<file path="src/i2cseq_pkg.sv">
// ----------------------------------------------------------------------------
// i2cseq_pkg
// shared constants, types and helpers of the i2c command sequencer
// ----------------------------------------------------------------------------
package i2cseq_pkg;

  // queue geometry
  localparam int CMD_DEPTH = 32;
  localparam int CMD_AW    = $clog2(CMD_DEPTH);
  localparam int RX_DEPTH  = 16;
  localparam int RX_AW     = $clog2(RX_DEPTH);

  // request opcodes on the input channel
  localparam logic [1:0] REQ_PUSH   = 2'd0;
  localparam logic [1:0] REQ_LAUNCH = 2'd1;
  localparam logic [1:0] REQ_EVENT  = 2'd2;
  localparam logic [1:0] REQ_RX_POP = 2'd3;

  // command bytes
  localparam logic [7:0] CB_STOP    = 8'h04;
  localparam logic [7:0] CB_RESTART = 8'h10;
  localparam logic [7:0] CB_ADDR    = 8'h20;
  localparam logic [7:0] CB_SEND    = 8'h40;
  localparam logic [7:0] CB_RD_ACK  = 8'h80;
  localparam logic [7:0] CB_RD_NACK = 8'h81;

  // bus status codes, divided by eight
  localparam logic [4:0] ST_START     = 5'h01;  // 0x08
  localparam logic [4:0] ST_RESTART   = 5'h02;  // 0x10
  localparam logic [4:0] ST_SLAW_ACK  = 5'h03;  // 0x18
  localparam logic [4:0] ST_SLAW_NACK = 5'h04;  // 0x20
  localparam logic [4:0] ST_TXD_ACK   = 5'h05;  // 0x28
  localparam logic [4:0] ST_TXD_NACK  = 5'h06;  // 0x30
  localparam logic [4:0] ST_SLAR_ACK  = 5'h08;  // 0x40
  localparam logic [4:0] ST_SLAR_NACK = 5'h09;  // 0x48
  localparam logic [4:0] ST_RXD_ACK   = 5'h0A;  // 0x50
  localparam logic [4:0] ST_RXD_NACK  = 5'h0B;  // 0x58

  typedef enum logic [2:0] {
    ACT_NONE       = 3'd0,
    ACT_START      = 3'd1,
    ACT_STOP       = 3'd2,
    ACT_STOP_START = 3'd3,
    ACT_TX         = 3'd4,
    ACT_RX_ACK     = 3'd5,
    ACT_RX_NACK    = 3'd6
  } action_e;

  // controller to datapath strobes
  typedef struct packed {
    logic    accept;
    logic    cq_push;
    logic    push_stop;
    logic    cq_rd;
    logic    cq_adv;
    logic    cq_restore;
    logic    set_busy;
    logic    clr_busy;
    logic    report_ld;
    logic    task_inc;
    logic    rx_push;
    logic    rx_rd;
    logic    act_ld;
    action_e act;
    logic    tx_ld;
    logic    rxb_ld;
    logic    skip_inc;
    logic    out_load;
  } dp_cmd_t;

  // datapath to controller status
  typedef struct packed {
    logic busy;
    logic report;
    logic cq_empty;
    logic skip_last;
    logic out_busy;
    logic c_stop;
    logic c_restart;
    logic c_arg;
    logic c_rd_ack;
    logic c_rd_nack;
  } dp_sts_t;

  function automatic logic [CMD_AW-1:0] cq_wrap(input logic [CMD_AW-1:0] p);
    return (p == CMD_AW'(CMD_DEPTH - 1)) ? '0 : p + CMD_AW'(1);
  endfunction

  function automatic logic [RX_AW-1:0] rx_wrap(input logic [RX_AW-1:0] p);
    return (p == RX_AW'(RX_DEPTH - 1)) ? '0 : p + RX_AW'(1);
  endfunction

endpackage

</file>
<file path="src/i2cseq_ram.sv">
// ----------------------------------------------------------------------------
// i2cseq_ram
// generic single write port ram with registered read
// ----------------------------------------------------------------------------
module i2cseq_ram #(
  parameter int Width = 8,
  parameter int Depth = 32
) (
  input  logic                     clk_i,
  input  logic                     we_i,
  input  logic [$clog2(Depth)-1:0] waddr_i,
  input  logic [Width-1:0]         wdata_i,
  input  logic                     re_i,
  input  logic [$clog2(Depth)-1:0] raddr_i,
  output logic [Width-1:0]         rdata_o
);

  logic [Width-1:0] mem_q [Depth];
  logic [Width-1:0] rdata_q;

  always_ff @(posedge clk_i) begin
    if (we_i) begin
      mem_q[waddr_i] <= wdata_i;
    end
    if (re_i) begin
      rdata_q <= mem_q[raddr_i];
    end
  end

  assign rdata_o = rdata_q;

endmodule

</file>
<file path="src/i2cseq_dp.sv">
// ----------------------------------------------------------------------------
// i2cseq_dp
// queues, pointers, flags and result registers of the command sequencer
// ----------------------------------------------------------------------------
module i2cseq_dp (
  input  logic                 clk_i,
  input  logic                 rst_ni,
  input  i2cseq_pkg::dp_cmd_t  cmd_i,
  output i2cseq_pkg::dp_sts_t  sts_o,
  input  logic [7:0]           cmd_byte_i,
  input  logic [7:0]           rx_data_i,
  input  logic                 out_stall_i,
  output logic                 out_valid_o,
  output logic [2:0]           bus_action_o,
  output logic [7:0]           tx_byte_o,
  output logic [7:0]           rx_byte_o,
  output logic                 busy_res_o,
  output logic [7:0]           task_count_o,
  output logic                 cmd_overflow_o,
  output logic                 rx_overflow_o,
  output logic                 nack_flag_o
);

  localparam int CAW = i2cseq_pkg::CMD_AW;
  localparam int RAW = i2cseq_pkg::RX_AW;

  // latched request payload
  logic [7:0] byte_q;
  logic [7:0] rxd_q;

  // command queue
  logic [CAW-1:0]                    cq_rp_q, cq_wp_q, cq_here_q;
  logic [i2cseq_pkg::CMD_DEPTH-1:0]  cq_vld_q;
  logic                              cq_rd_vld_q;
  logic [7:0]                        cq_rdata, cq_wdata, cq_byte;
  logic [CAW-1:0]                    cq_wp_nxt;

  // receive queue
  logic [RAW-1:0]                    rx_rp_q, rx_wp_q;
  logic [i2cseq_pkg::RX_DEPTH-1:0]   rx_vld_q;
  logic                              rx_rd_vld_q;
  logic [7:0]                        rx_rdata;
  logic [RAW-1:0]                    rx_wp_nxt;

  logic                              busy_q, report_q;
  logic [7:0]                        tc_q;
  logic                              cq_ovf_q, rx_ovf_q, nack_q;
  logic [CAW-1:0]                    skip_q;

  i2cseq_pkg::action_e               act_q;
  logic [7:0]                        tx_q, rxb_q;

  logic                              out_valid_q;
  logic [2:0]                        out_act_q;
  logic [7:0]                        out_tx_q, out_rxb_q, out_tc_q;
  logic                              out_busy_q, out_cq_ovf_q, out_rx_ovf_q, out_nack_q;

  assign cq_wdata  = cmd_i.push_stop ? i2cseq_pkg::CB_STOP : byte_q;
  assign cq_wp_nxt = i2cseq_pkg::cq_wrap(cq_wp_q);
  assign rx_wp_nxt = i2cseq_pkg::rx_wrap(rx_wp_q);

  i2cseq_ram #(.Width(8), .Depth(i2cseq_pkg::CMD_DEPTH)) u_cmd_ram (
    .clk_i   (clk_i),
    .we_i    (cmd_i.cq_push),
    .waddr_i (cq_wp_q),
    .wdata_i (cq_wdata),
    .re_i    (cmd_i.cq_rd),
    .raddr_i (cq_rp_q),
    .rdata_o (cq_rdata)
  );

  i2cseq_ram #(.Width(8), .Depth(i2cseq_pkg::RX_DEPTH)) u_rx_ram (
    .clk_i   (clk_i),
    .we_i    (cmd_i.rx_push),
    .waddr_i (rx_wp_q),
    .wdata_i (rxd_q),
    .re_i    (cmd_i.rx_rd),
    .raddr_i (rx_rp_q),
    .rdata_o (rx_rdata)
  );

  // never-written slots read as zero
  assign cq_byte = cq_rd_vld_q ? cq_rdata : 8'h00;

  always_ff @(posedge clk_i) begin
    if (cmd_i.accept) begin
      byte_q <= cmd_byte_i;
      rxd_q  <= rx_data_i;
    end
    if (cmd_i.cq_rd) begin
      cq_here_q <= cq_rp_q;
    end
  end

  always_ff @(posedge clk_i or negedge rst_ni) begin
    if (!rst_ni) begin
      cq_rp_q     <= '0;
      cq_wp_q     <= '0;
      cq_vld_q    <= '0;
      cq_rd_vld_q <= 1'b0;
      rx_rp_q     <= '0;
      rx_wp_q     <= '0;
      rx_vld_q    <= '0;
      rx_rd_vld_q <= 1'b0;
      busy_q      <= 1'b0;
      report_q    <= 1'b0;
      tc_q        <= '0;
      cq_ovf_q    <= 1'b0;
      rx_ovf_q    <= 1'b0;
      nack_q      <= 1'b0;
      skip_q      <= '0;
      act_q       <= i2cseq_pkg::ACT_NONE;
      tx_q        <= '0;
      rxb_q       <= '0;
    end else begin
      if (cmd_i.cq_push) begin
        cq_vld_q[cq_wp_q] <= 1'b1;
        cq_wp_q           <= cq_wp_nxt;
        if (cq_wp_nxt == cq_rp_q) begin
          cq_ovf_q <= 1'b1;
        end
      end
      if (cmd_i.cq_rd) begin
        cq_rd_vld_q <= cq_vld_q[cq_rp_q];
      end
      if (cmd_i.cq_restore) begin
        cq_rp_q <= cq_here_q;
      end else if (cmd_i.cq_rd || cmd_i.cq_adv) begin
        cq_rp_q <= i2cseq_pkg::cq_wrap(cq_rp_q);
      end
      if (cmd_i.rx_push) begin
        nack_q            <= 1'b1;
        rx_vld_q[rx_wp_q] <= 1'b1;
        rx_wp_q           <= rx_wp_nxt;
        if (rx_wp_nxt == rx_rp_q) begin
          rx_ovf_q <= 1'b1;
        end
      end
      if (cmd_i.rx_rd) begin
        rx_rd_vld_q <= rx_vld_q[rx_rp_q];
        rx_rp_q     <= i2cseq_pkg::rx_wrap(rx_rp_q);
      end
      if (cmd_i.set_busy) begin
        busy_q <= 1'b1;
      end else if (cmd_i.clr_busy) begin
        busy_q <= 1'b0;
      end
      if (cmd_i.report_ld) begin
        report_q <= (cq_byte != 8'h00);
      end
      if (cmd_i.task_inc) begin
        tc_q <= tc_q + 8'd1;
      end
      if (cmd_i.accept) begin
        skip_q <= '0;
        act_q  <= i2cseq_pkg::ACT_NONE;
        tx_q   <= '0;
        rxb_q  <= '0;
      end else begin
        if (cmd_i.skip_inc) begin
          skip_q <= skip_q + CAW'(1);
        end
        if (cmd_i.act_ld) begin
          act_q <= cmd_i.act;
        end
        if (cmd_i.tx_ld) begin
          tx_q <= cq_byte;
        end
        if (cmd_i.rxb_ld) begin
          rxb_q <= rx_rd_vld_q ? rx_rdata : 8'h00;
        end
      end
    end
  end

  // result register
  always_ff @(posedge clk_i or negedge rst_ni) begin
    if (!rst_ni) begin
      out_valid_q <= 1'b0;
    end else if (cmd_i.out_load) begin
      out_valid_q <= 1'b1;
    end else if (!out_stall_i) begin
      out_valid_q <= 1'b0;
    end
  end

  always_ff @(posedge clk_i) begin
    if (cmd_i.out_load) begin
      out_act_q    <= act_q;
      out_tx_q     <= tx_q;
      out_rxb_q    <= rxb_q;
      out_busy_q   <= busy_q;
      out_tc_q     <= tc_q;
      out_cq_ovf_q <= cq_ovf_q;
      out_rx_ovf_q <= rx_ovf_q;
      out_nack_q   <= nack_q;
    end
  end

  always_comb begin
    sts_o           = '0;
    sts_o.busy      = busy_q;
    sts_o.report    = report_q;
    sts_o.cq_empty  = (cq_rp_q == cq_wp_q);
    sts_o.skip_last = (skip_q == CAW'(i2cseq_pkg::CMD_DEPTH - 1));
    sts_o.out_busy  = out_valid_q && out_stall_i;
    sts_o.c_stop    = (cq_byte == i2cseq_pkg::CB_STOP);
    sts_o.c_restart = (cq_byte == i2cseq_pkg::CB_RESTART);
    sts_o.c_arg     = (cq_byte inside {i2cseq_pkg::CB_ADDR, i2cseq_pkg::CB_SEND});
    sts_o.c_rd_ack  = (cq_byte == i2cseq_pkg::CB_RD_ACK);
    sts_o.c_rd_nack = (cq_byte == i2cseq_pkg::CB_RD_NACK);
  end

  assign out_valid_o    = out_valid_q;
  assign bus_action_o   = out_act_q;
  assign tx_byte_o      = out_tx_q;
  assign rx_byte_o      = out_rxb_q;
  assign busy_res_o     = out_busy_q;
  assign task_count_o   = out_tc_q;
  assign cmd_overflow_o = out_cq_ovf_q;
  assign rx_overflow_o  = out_rx_ovf_q;
  assign nack_flag_o    = out_nack_q;

  // sticky flags never drop
  a_sticky: assert property (@(posedge clk_i) disable iff (!rst_ni)
    cq_ovf_q || rx_ovf_q || nack_q |=> cq_ovf_q || rx_ovf_q || nack_q)
    else $error("sticky flag dropped");

  // a task is only counted in a reported packet
  a_task_rep: assert property (@(posedge clk_i) disable iff (!rst_ni)
    cmd_i.task_inc |-> report_q)
    else $error("task counted without report flag");

  // restore only lands on a position taken by an earlier read
  a_restore: assert property (@(posedge clk_i) disable iff (!rst_ni)
    cmd_i.cq_restore |-> $past(cmd_i.cq_rd, 2) || $past(cmd_i.cq_rd))
    else $error("pointer restore without prior read");

endmodule

</file>
<file path="src/i2cseq_ctrl.sv">
// ----------------------------------------------------------------------------
// i2cseq_ctrl
// state machine that sequences queue accesses for one request
// ----------------------------------------------------------------------------
module i2cseq_ctrl (
  input  logic                 clk_i,
  input  logic                 rst_ni,
  input  logic                 in_valid_i,
  output logic                 in_stall_o,
  input  logic [1:0]           cmd_i,
  input  logic [4:0]           bus_status_i,
  output i2cseq_pkg::dp_cmd_t  dp_cmd_o,
  input  i2cseq_pkg::dp_sts_t  sts_i
);

  typedef enum logic [13:0] {
    S_IDLE     = 14'b00000000000001,
    S_PUSH     = 14'b00000000000010,
    S_CTRL_RD  = 14'b00000000000100,
    S_CTRL_CHK = 14'b00000000001000,
    S_RXPUSH   = 14'b00000000010000,
    S_SKIP_RD  = 14'b00000000100000,
    S_SKIP_CHK = 14'b00000001000000,
    S_RUN_RD   = 14'b00000010000000,
    S_RUN_CHK  = 14'b00000100000000,
    S_TX_RD    = 14'b00001000000000,
    S_TX_CHK   = 14'b00010000000000,
    S_RXP_RD   = 14'b00100000000000,
    S_RXP_CHK  = 14'b01000000000000,
    S_DONE     = 14'b10000000000000
  } state_e;

  state_e state_q, state_d;
  logic   launch_q, launch_d;
  logic   accept;

  assign in_stall_o = (state_q != S_IDLE);
  assign accept     = in_valid_i && (state_q == S_IDLE);

  always_comb begin
    state_d  = state_q;
    launch_d = launch_q;
    dp_cmd_o = '0;
    case (state_q)
      S_IDLE: begin
        if (accept) begin
          dp_cmd_o.accept = 1'b1;
          launch_d        = (cmd_i == i2cseq_pkg::REQ_LAUNCH);
          case (cmd_i)
            i2cseq_pkg::REQ_PUSH, i2cseq_pkg::REQ_LAUNCH: state_d = S_PUSH;
            i2cseq_pkg::REQ_EVENT: begin
              if (bus_status_i inside {i2cseq_pkg::ST_START, i2cseq_pkg::ST_RESTART,
                                       i2cseq_pkg::ST_SLAW_ACK, i2cseq_pkg::ST_TXD_ACK,
                                       i2cseq_pkg::ST_SLAR_ACK}) begin
                state_d = S_RUN_RD;
              end else if (bus_status_i inside {i2cseq_pkg::ST_RXD_ACK,
                                                i2cseq_pkg::ST_RXD_NACK}) begin
                state_d = S_RXPUSH;
              end else if (bus_status_i inside {i2cseq_pkg::ST_SLAW_NACK,
                                                i2cseq_pkg::ST_TXD_NACK,
                                                i2cseq_pkg::ST_SLAR_NACK}) begin
                state_d = S_SKIP_RD;
              end else begin
                state_d = S_DONE;
              end
            end
            default: state_d = S_RXP_RD;
          endcase
        end
      end
      S_PUSH: begin
        dp_cmd_o.cq_push   = 1'b1;
        dp_cmd_o.push_stop = launch_q;
        if (launch_q && !sts_i.busy) begin
          dp_cmd_o.set_busy = 1'b1;
          dp_cmd_o.act_ld   = 1'b1;
          dp_cmd_o.act      = i2cseq_pkg::ACT_START;
          state_d           = S_CTRL_RD;
        end else begin
          state_d = S_DONE;
        end
      end
      S_CTRL_RD: begin
        dp_cmd_o.cq_rd = 1'b1;
        state_d        = S_CTRL_CHK;
      end
      S_CTRL_CHK: begin
        dp_cmd_o.report_ld = 1'b1;
        state_d            = S_DONE;
      end
      S_RXPUSH: begin
        dp_cmd_o.rx_push = 1'b1;
        state_d          = S_RUN_RD;
      end
      S_SKIP_RD: begin
        dp_cmd_o.cq_rd = 1'b1;
        state_d        = S_SKIP_CHK;
      end
      S_SKIP_CHK: begin
        if (sts_i.c_stop || sts_i.c_restart) begin
          dp_cmd_o.cq_restore = 1'b1;
          state_d             = S_RUN_RD;
        end else begin
          // address or send carries a payload byte to step over
          dp_cmd_o.cq_adv = sts_i.c_arg;
          if (sts_i.skip_last) begin
            state_d = S_RUN_RD;
          end else begin
            dp_cmd_o.skip_inc = 1'b1;
            state_d           = S_SKIP_RD;
          end
        end
      end
      S_RUN_RD: begin
        dp_cmd_o.cq_rd = 1'b1;
        state_d        = S_RUN_CHK;
      end
      S_RUN_CHK: begin
        state_d         = S_DONE;
        dp_cmd_o.act_ld = 1'b1;
        dp_cmd_o.act    = i2cseq_pkg::ACT_NONE;
        if (sts_i.c_stop) begin
          dp_cmd_o.task_inc = sts_i.report;
          if (sts_i.cq_empty) begin
            dp_cmd_o.clr_busy = 1'b1;
            dp_cmd_o.act      = i2cseq_pkg::ACT_STOP;
          end else begin
            dp_cmd_o.act = i2cseq_pkg::ACT_STOP_START;
            state_d      = S_CTRL_RD;
          end
        end else if (sts_i.c_restart) begin
          dp_cmd_o.act = i2cseq_pkg::ACT_START;
        end else if (sts_i.c_arg) begin
          dp_cmd_o.act = i2cseq_pkg::ACT_TX;
          state_d      = S_TX_RD;
        end else if (sts_i.c_rd_ack) begin
          dp_cmd_o.act = i2cseq_pkg::ACT_RX_ACK;
        end else if (sts_i.c_rd_nack) begin
          dp_cmd_o.act = i2cseq_pkg::ACT_RX_NACK;
        end
      end
      S_TX_RD: begin
        dp_cmd_o.cq_rd = 1'b1;
        state_d        = S_TX_CHK;
      end
      S_TX_CHK: begin
        dp_cmd_o.tx_ld = 1'b1;
        state_d        = S_DONE;
      end
      S_RXP_RD: begin
        dp_cmd_o.rx_rd = 1'b1;
        state_d        = S_RXP_CHK;
      end
      S_RXP_CHK: begin
        dp_cmd_o.rxb_ld = 1'b1;
        state_d         = S_DONE;
      end
      S_DONE: begin
        if (!sts_i.out_busy) begin
          dp_cmd_o.out_load = 1'b1;
          state_d           = S_IDLE;
        end
      end
      default: state_d = S_IDLE;
    endcase
  end

  always_ff @(posedge clk_i or negedge rst_ni) begin
    if (!rst_ni) begin
      state_q  <= S_IDLE;
      launch_q <= 1'b0;
    end else begin
      state_q  <= state_d;
      launch_q <= launch_d;
    end
  end

  a_accept_busy: assert property (@(posedge clk_i) disable iff (!rst_ni)
    accept |=> state_q != S_IDLE)
    else $error("request accepted but sequencer stayed idle");

  a_no_overwrite: assert property (@(posedge clk_i) disable iff (!rst_ni)
    dp_cmd_o.out_load |-> !sts_i.out_busy)
    else $error("result loaded over a waiting result");

  a_skip_bound: assert property (@(posedge clk_i) disable iff (!rst_ni)
    state_q == S_SKIP_CHK && sts_i.skip_last |=> state_q == S_RUN_RD)
    else $error("skip walk ran past queue depth");

  a_one_result: assert property (@(posedge clk_i) disable iff (!rst_ni)
    dp_cmd_o.out_load |=> state_q == S_IDLE)
    else $error("result loaded outside end of request");

endmodule

</file>
<file path="src/i2c_master_command_sequencer_unit.sv">
// ----------------------------------------------------------------------------
// i2c_master_command_sequencer_unit
// i2c master command queue: pushes, bus events and receive pops, one result each
// ----------------------------------------------------------------------------
// latency follows the states a request passes: a push writes the queue, a
//   receive pop reads the receive ram, a launch on an idle bus reads the
//   control byte, a bus event decodes commands, a nack skip walks the queue
// throughput: one request at a time, the next one taken the cycle after the
//   result loads; each command byte walked takes a ram read and a decode state
// a finished result waits in the output register while the next request runs
// reset: async active low; pointers, flags, counter and queue valid bits clear,
//   so unwritten queue slots read as zero
// ----------------------------------------------------------------------------
module i2c_master_command_sequencer_unit (
  input  logic       clk_i,
  input  logic       rst_ni,
  // request channel
  input  logic       in_valid_i,
  output logic       in_stall_o,
  input  logic [1:0] cmd_i,
  input  logic [7:0] cmd_byte_i,
  input  logic [4:0] bus_status_i,
  input  logic [7:0] rx_data_i,
  // result channel
  output logic       out_valid_o,
  input  logic       out_stall_i,
  output logic [2:0] bus_action_o,
  output logic [7:0] tx_byte_o,
  output logic [7:0] rx_byte_o,
  output logic       busy_res_o,
  output logic [7:0] task_count_o,
  output logic       cmd_overflow_o,
  output logic       rx_overflow_o,
  output logic       nack_flag_o
);

  // strobes from the sequencer fsm and status back from the datapath
  i2cseq_pkg::dp_cmd_t dp_cmd;
  i2cseq_pkg::dp_sts_t dp_sts;

  // controller: decodes the request and bus status, walks the queues
  i2cseq_ctrl u_ctrl (
    .clk_i        (clk_i),
    .rst_ni       (rst_ni),
    .in_valid_i   (in_valid_i),
    .in_stall_o   (in_stall_o),
    .cmd_i        (cmd_i),
    .bus_status_i (bus_status_i),
    .dp_cmd_o     (dp_cmd),
    .sts_i        (dp_sts)
  );

  // datapath: command and receive rams, pointers, sticky flags, result register
  i2cseq_dp u_dp (
    .clk_i          (clk_i),
    .rst_ni         (rst_ni),
    .cmd_i          (dp_cmd),
    .sts_o          (dp_sts),
    .cmd_byte_i     (cmd_byte_i),
    .rx_data_i      (rx_data_i),
    .out_stall_i    (out_stall_i),
    .out_valid_o    (out_valid_o),
    .bus_action_o   (bus_action_o),
    .tx_byte_o      (tx_byte_o),
    .rx_byte_o      (rx_byte_o),
    .busy_res_o     (busy_res_o),
    .task_count_o   (task_count_o),
    .cmd_overflow_o (cmd_overflow_o),
    .rx_overflow_o  (rx_overflow_o),
    .nack_flag_o    (nack_flag_o)
  );

endmodule

</file>
<file path="config.mk">
export PLATFORM = sky130hd
export DESIGN_NAME = i2c_master_command_sequencer_unit
export DESIGN_NICKNAME = d
export VERILOG_FILES = /design/src/i2cseq_pkg.sv /design/src/i2cseq_ram.sv /design/src/i2cseq_dp.sv /design/src/i2cseq_ctrl.sv /design/src/i2c_master_command_sequencer_unit.sv
export SDC_FILE = /design/constraint.sdc
export NUM_CORES = 1
export LEC_CHECK = 0
export ABC_AREA = 0
export CORE_AREA = 8 8 212 214
export CTS_CLUSTER_DIAMETER = 150
export CTS_CLUSTER_SIZE = 20
export DETAILED_ROUTE_END_ITERATION = 6
export DIE_AREA = 0 0 220 222
export DONT_BUFFER_PORTS = 1
export HOLD_SLACK_MARGIN = 0.05
export PLACE_DENSITY = 0.79
export RECOVER_POWER = 25
export SETUP_SLACK_MARGIN = 0.3
export SLEW_MARGIN = 20
export SYNTH_ARGS = -nofsm -noshare
export SYNTH_HDL_FRONTEND = slang
export SYNTH_HIERARCHICAL = 1
export SYNTH_SLANG_ARGS = --single-unit
</file>
<file path="constraint.sdc">
create_clock -name clk_i -period 4.7 [get_ports clk_i]
set_input_delay 0.235 -clock clk_i [delete_from_list [all_inputs] [get_ports clk_i]]
set_output_delay 0.235 -clock clk_i [all_outputs]
set_load 0.03 [all_outputs]
</file>
==> results.json, run 1 <==
{
  "synth-xor-area-share_pct": 1.20,
  "hpwl_mm": 30.4,
  "failing_checks": "capacitance limit, slew limit",
  "clkPwrFrac_pct": 26.7,
  "clkSinkCount": 573,
  "detail_route.first_pass.iterations": 5,
  "synthToLayoutAreaGrowth_pct": 7.45,
  "post_route_worst_setup_slack_ps": 832,
  "internal_portion_of_total_power_mw": 8.09,
  "synth-seq-cells": 573,
  "antenna_cells": 0,
  "synth_mux_area_share_pct": 13.3,
  "dp_worst_setup_slack_ps": 951,
  "r2r.worst_path.cells": 7,
  "gp_routability_congestion": 0.890,
  "setup_viol_count_final": 0,
  "critPathLaunchType": "flip-flop",
  "endpoint_kind": "flip-flop",
  "min_delay_path_depth": 3,
  "critical_path.reg2reg.startpoint": "u_ctrl/state_q[10]",
  "drtAntennaViolNets": 0,
  "seq_area_frac_synth_pct": 71.0,
  "clock_path_buffers": 3,
  "slew_headroom_pct": -100,
  "worst_skew_pair.late_latency_ps": 570,
  "finish.net_count": 1374,
  "power_frac_comb_pct": 16.7,
  "top_ff_cell_synth": "sky130_fd_sc_hd__edfxtp_1",
  "powerDensity_nw_per_um2": 441,
  "maximum_number_of_pins_on_one_net_before_global_route_repair": 122,
  "critPathArrivalTime_ps": 4130,
  "rsz0062_at_grt": "false",
  "status": "finished with violations",
  "wirelength_mm": 47.8,
  "proportion_of_layout_cells_with_a_drive_suffix_above_1_pct": 15.5,
  "die_area_sq_um": 48800,
  "antenna_violations_before_repair": 1,
  "crit_path_start": "u_ctrl/state_q[10]",
  "synth_enable_flop_cells": 452,
  "via_per_inst": 6.33,
  "floorplan.initialDensity_pct": 56.4,
  "floorplan.rows": 75,
  "hold_path.startpoint": "bus_status_i[4]",
  "fin_setup_tns_ps": 0,
  "postCtsResizedCells": 0,
  "worst_setup_path_type": "flip-flop to flip-flop",
  "dominant_combinational_cell_family_by_area_after_synthesis": "multiplexers",
  "tritoncts": "yes",
  "timing.final.max_slew_violations": 122,
  "detailed_route_iter0_violations": 1257,
  "cp_max_fo": 8,
  "cts_root_buf": "sky130_fd_sc_hd__clkbuf_16",
  "total_switching_power_mw": 2.97,
  "whs_endpoint": "u_ctrl/state_q[13]",
  "reg2reg_setup_slack_ps": 830,
  "core-area_sq_um": 41500,
  "synthesis.nets": 1359,
  "drt_drc_violations_left": 0,
  "net_switching_fraction_of_the_power_pct": 26.9,
  "grt_first_pass_wirelength_mm": 73.7,
  "most_common_cell_after_layout_fill_and_taps_aside": "sky130_fd_sc_hd__edfxtp_1",
  "synth_compound_area_share_pct": 4.36,
  "synth_simple_gate_area_share_pct": 7.27,
  "detailroute.via_count": 12000,
  "worstReg2RegEnd": "u_dp/u_rx_ram/mem_q[4][3]",
  "die_w_um": 220,
  "first_global_vias": 12100,
  "detail_route.wl_per_cell_um": 25.3,
  "unique_masters_post_synth": 76,
  "fin_crit_sh_pct": 82.3,
  "i_o_pins": 60,
  "peakVddDrop_uv": 267,
  "timing.hold.worst.class": "input port to flip-flop",
  "ys_warn_count": 6,
  "clock_tree.htree_level_count": 2,
  "relative_contribution_of_sequential_cells_to_total_power_pct": 56.6,
  "synth_area_sq_um": 23400,
  "synth-adder-area-share_pct": 0.803,
  "synthCells": 1317,
  "maximum_capacitance_violations": 1,
  "globalRoute.totalOverflow": 0,
  "finalHoldViolations": 0,
  "worst-endpoint-required_ps": 4960,
  "worst_margin_pin_slew_ps": 3000,
  "placed_area_sq_um": 23900,
  "total_power_mw": 11.1,
  "p_leak_nw": 8.49,
  "grt_use_total_pct": 19.7,
  "commonest_cells_after_routing_fill_and_taps_aside": "sky130_fd_sc_hd__edfxtp_1 (452), sky130_fd_sc_hd__dfrtp_1 (117), sky130_fd_sc_hd__mux4_2 (108)",
  "layout.cell_area.non_filler_sq_um": 25100,
  "finalClockSkew_ps": 35.0,
  "postSynthAreaPerCell_sq_um": 17.7,
  "finalWorstPathRequiredPeriod_ps": 3870,
  "port_buffers": 0,
  "cts_buffers": 34,
  "synth-async-reset-ratio_pct": 21.1,
  "maxClockFrequency_ghz": 0.259,
  "fp.dieH_um": 222,
  "cts.clk_slew.worst_paths_ps": 80
}
==> worst max-delay path by stage <==
stage | endpoint | slack (ps) | cells past startpoint
after floorplan | u_dp/cq_rp_q[3] | 580 | 9
after global placement | u_dp/u_rx_ram/mem_q[1][4] | 1060 | 6
after detailed placement | u_dp/u_rx_ram/mem_q[1][4] | 950 | 6
after CTS | u_dp/u_rx_ram/mem_q[4][1] | 890 | 7
after global routing | u_dp/cq_rp_q[2] | 600 | 2
final | u_dp/u_rx_ram/mem_q[4][3] | 830 | 7
==> metal layers <==
metal	vias to the layer above	GRT usage [%]	part of all wire [%]
met1	6218	27.2	41
met3	78	4.01	6.7
met2	448	31.5	49
li1	5218	-	-
met4	2	5.41	2.6
met5	-	0	0.027
==> area by class of cell <==
cell class	instances	area (sq um)
clock buffers	51	925
clock inverters	4	41.3
fillers	2891	16400
inverters	14	52.6
multi-input cells	659	6370
flip-flops and latches	573	16600
well taps	539	674
repair buffers	50	447
==> worst max-delay path, stage by stage, from the launching register on <==
cell and delay, ps:
sky130_fd_sc_hd__dfrtp_1 480, sky130_fd_sc_hd__or4_1 730, sky130_fd_sc_hd__nor4_4 400, sky130_fd_sc_hd__nand2_1 150
sky130_fd_sc_hd__nor3b_2 590, sky130_fd_sc_hd__nand3b_1 280, sky130_fd_sc_hd__nor3_1 650, sky130_fd_sc_hd__buf_4 260
==> power groups by stage <==
stage          logic (mW)  registers [mW]  clock network [mW]
2_1_floorplan        1.54            6.11                   0
3_3_place_gp         1.75            6.38                   0
3_5_place_dp         1.80            6.39                   0
4_1_cts              1.86            6.28                3.04
5_1_grt              1.99            6.31                3.20
6_report             1.84            6.27                2.95
==> synth_stat cells, drive strengths merged (3+ instances only) <==
library cell     n  share of area, %
a41o             3              0.13
a22oi           17              0.55
nor2            88               1.4
buf             36               1.1
a31o             9              0.34
or3b             6              0.22
nor2b           16              0.46
xnor2           16              0.60
mux4           122                12
xor2            16              0.60
dfrtp          120                13
nand3b          14              0.45
or2              3             0.080
and2             4              0.11
clkdlybuf4s25    3              0.13
mux2            14              0.67
or4              4              0.14
nand4            7              0.19
nand2b          28              0.75
nor3            20              0.48
mux2i           16              0.69
nor4b            5              0.19
ha              15              0.80
edfxtp         452                58
a21oi           26              0.56
o21bai          37               1.2
nor4            10              0.33
inv             14              0.22
a21o             5              0.16
o21ai           22              0.47
nand3           36              0.77
and3            13              0.35
nand2           46              0.74
nor3b            4              0.13
clkbuf          32              0.53
==> flip-flops by register name (all words and copies together) (netlist names), 5 cells and up <==
name and flops:
u_dp/u_rx_ram/mem_q 128, u_dp/cq_here_q 5, u_dp/cq_wp_q 5, u_ctrl/state_q 14
u_dp/u_cmd_ram/mem_q 256, u_dp/byte_q 8, u_dp/skip_q 5, u_dp/cq_rp_q 5
u_dp/rx_vld_q 16, u_dp/tc_q 8, u_dp/tx_byte_o 8, u_dp/tx_q 8
u_dp/rx_byte_o 8, u_dp/task_count_o 8, u_dp/u_cmd_ram/rdata_o 8, u_dp/u_rx_ram/rdata_o 8
u_dp/rxb_q 8, u_dp/rxd_q 8, u_dp/cq_vld_q 32
==> what timing repair did <==
action / in CTS / in global routing
hold endpoints to repair: 146 / 0
hold buffers: 27 / 0
buffers inserted: 0 / 0
==> per-stage QoR <==
stage / std cells / hold slack (ps) / utilization [%]
final: 1890 / 102 / 60.5
after global routing: 1890 / 59.5 / 60.5
after CTS: 1890 / 59.3 / 60.6
after detailed placement: 1808 / -50.4 / 57.6
after global placement: 1808 / -51.4 / 57.6
after floorplan: 1317 / -60.6 / -
==> cell families (layout without fill, tap and decap cells) <==
| kind of cell | count (synthesis) | count (layout) |
|---|---|---|
| buf+inv | 85 | 119 |
| xor+xnor | 32 | 32 |
| fa+ha+maj | 15 | 15 |
| compound gates | 143 | 143 |
| flops | 573 | 573 |
| simple gates | 317 | 317 |
| mux | 152 | 152 |
Power figures use the tool's default switching activity.
==> run 2: changes to the inputs <==
==> constraint.sdc (replaced) <==
create_clock -name clk_i -period 3.34 [get_ports clk_i]
set_input_delay 0.167 -clock clk_i [delete_from_list [all_inputs] [get_ports clk_i]]
set_output_delay 0.167 -clock clk_i [all_outputs]
set_load 0.03 [all_outputs]
==> run 2 against run 1 <==
Effect of this change:
- the run now ends clean
- via count grew 0.89%
- sequential share of layout area shrank 1.6 points
- die area is the same
- routed wire length shrank 1.1%
- core utilization grew 1.5 points
==> results.json, run 2 (synthesis results as in run 1) <==
{
  "cp_max_fo": 9,
  "core-area_sq_um": 41500,
  "first_global_vias": 12200,
  "worst_skew_pair.late_latency_ps": 570,
  "grt_first_pass_wirelength_mm": 73.1,
  "finalHoldViolations": 0,
  "gp_routability_congestion": 0.883,
  "detail_route.first_pass.iterations": 5,
  "final-seq-area_sq_um": 16600,
  "detailed_route_iter0_violations": 1462,
  "wirelength_mm": 47.2,
  "port_buffers": 0,
  "floorplan.rows": 75,
  "antenna_violations_before_repair": 1,
  "proportion_of_layout_cells_with_a_drive_suffix_above_1_pct": 19.3,
  "worst-endpoint-required_ps": 3550,
  "cts_root_buf": "sky130_fd_sc_hd__clkbuf_16",
  "cts_buffers": 34,
  "finish.net_count": 1435,
  "maximum_capacitance_violations": 0,
  "floorplan.initialDensity_pct": 56.4,
  "hpwl_mm": 29.9,
  "largest_registers": "u_dp/u_cmd_ram/mem_q x256, u_dp/u_rx_ram/mem_q x128, u_dp/cq_vld_q x32",
  "powerDensity_nw_per_um2": 609,
  "n_fill_cell": 2855,
  "antenna_cells": 0,
  "rsz0062_at_grt": "false",
  "post_route_worst_setup_slack_ps": 426,
  "clock_tree.htree_level_count": 2,
  "die_w_um": 220,
  "dp_worst_setup_slack_ps": 198,
  "endpoint_kind": "flip-flop",
  "critPathLaunchType": "flip-flop",
  "via_per_inst": 6.17,
  "most_common_cell_after_layout_fill_and_taps_aside": "sky130_fd_sc_hd__edfxtp_1",
  "multi_input_comb_area_sq_um": 6420,
  "p_leak_nw": 8.85,
  "regMostFlops": "u_dp/u_cmd_ram/mem_q",
  "clkSinkCount": 573,
  "fin_setup_tns_ps": 0,
  "setup_viol_count_final": 0,
  "detailroute.via_count": 12100,
  "hold_ws_ps": 130,
  "fin_crit_sh_pct": 87.2,
  "slew_headroom_pct": 40.8,
  "finalWorstPathRequiredPeriod_ps": 2910,
  "commonest_cells_after_routing_fill_and_taps_aside": "sky130_fd_sc_hd__edfxtp_1 (452), sky130_fd_sc_hd__dfrtp_1 (116), sky130_fd_sc_hd__mux4_2 (108)",
  "finalClockSkew_ps": 23.1,
  "fp.dieH_um": 222,
  "critPathArrivalTime_ps": 3130,
  "die_area_sq_um": 48800,
  "globalRoute.totalOverflow": 0,
  "maximum_number_of_pins_on_one_net_before_global_route_repair": 122,
  "total_power_mw": 15.7,
  "peakVddDrop_uv": 426,
  "status": "finished, final reports clean",
  "clock_path_buffers": 3,
  "drt_drc_violations_left": 0,
  "timing.hold.worst.class": "input port to flip-flop",
  "maxClockFrequency_ghz": 0.343,
  "i_o_pins": 60,
  "detail_route.wl_per_cell_um": 24.1,
  "largest_register_ff_count": 256,
  "tritoncts": "yes",
  "worst_setup_path_type": "flip-flop to flip-flop",
  "synthToLayoutAreaGrowth_pct": 10.1,
  "timing.final.max_slew_violations": 0,
  "worst_margin_pin_slew_ps": 888,
  "cts.clk_slew.worst_paths_ps": 90,
  "grt_use_total_pct": 19.5,
  "drtAntennaViolNets": 0
}
-- run 2: path summary, 6_finish.rpt --
check | startpoint | endpoint | slack, ps | depth (start not counted)
max in group asynchronous | rst_ni | u_dp/rx_rp_q[0] | 2620 | 2
setup / recovery | u_ctrl/state_q[1] | u_dp/u_rx_ram/mem_q[2][3] | 430 | 6
min in group asynchronous | rst_ni | u_dp/cq_vld_q[6] | 190 | 2
hold reg to reg | u_dp/tx_q[3] | u_dp/tx_byte_o[3] | 450 | 0
hold / removal | bus_status_i[3] | u_ctrl/state_q[13] | 130 | 4
setup reg to reg | u_ctrl/state_q[1] | u_dp/u_rx_ram/mem_q[2][3] | 430 | 6
-- run 2: layout make-up --
| type | count | area share (%) |
|---|---|---|
| Clock buffer | 59 | 3.75 |
| Clock inverter | 2 | 0.0680 |
| Inverter | 14 | 0.204 |
| Multi-Input combinational cell | 659 | 24.9 |
| Sequential cell | 573 | 64.5 |
| Tap cell | 539 | 2.62 |
| Timing Repair Buffer | 111 | 3.90 |
-- run 2: worst max-delay path, cell delays in order (launching register included) --
cell,delay [ps]
sky130_fd_sc_hd__dfrtp_1,450
sky130_fd_sc_hd__or4_4,640
sky130_fd_sc_hd__nor4_4,190
sky130_fd_sc_hd__nand2_1,150
sky130_fd_sc_hd__nor3b_4,300
sky130_fd_sc_hd__or3b_4,480
sky130_fd_sc_hd__nor2_2,350
-- run 2: stage by stage --
step / utilization, % / instance area, sq um / cells
final: 62.1 / 25700 / 1957
after global routing: 62.1 / 25700 / 1957
after CTS: 62.0 / 25700 / 1957
after detailed placement: 58.8 / 24400 / 1864
after global placement: 58.8 / 24400 / 1864
after floorplan: - / 23400 / 1317
-- run 2: timing repair --
item | 4_1_cts | 5_1_grt
buffers inserted | 2 | 0
pin swaps | 1 | 0
setup endpoints to repair | 104 | 80
gates resized for setup | 2 | 5
endpoints found under the hold margin | 146 | 0
hold buffers | 30 | 0
-- run 2: routing by layer --
metal  vias up  global-route usage [%]  part of all wire, %
met5         -                       0                0.023
met4         2                    5.37                  2.6
met3        74                    3.63                  6.6
met2       451                    32.4                   50
met1      6207                    26.1                   40
li1       5336                       -                    -
-- run 2: where the power goes --
group | internal [mW] | switching, mW | total (mW)
sequential | 8.22 | 0.479 | 8.70
combinational | 1.30 | 1.48 | 2.78
clock | 1.99 | 2.21 | 4.20
total | 11.5 | 4.16 | 15.7
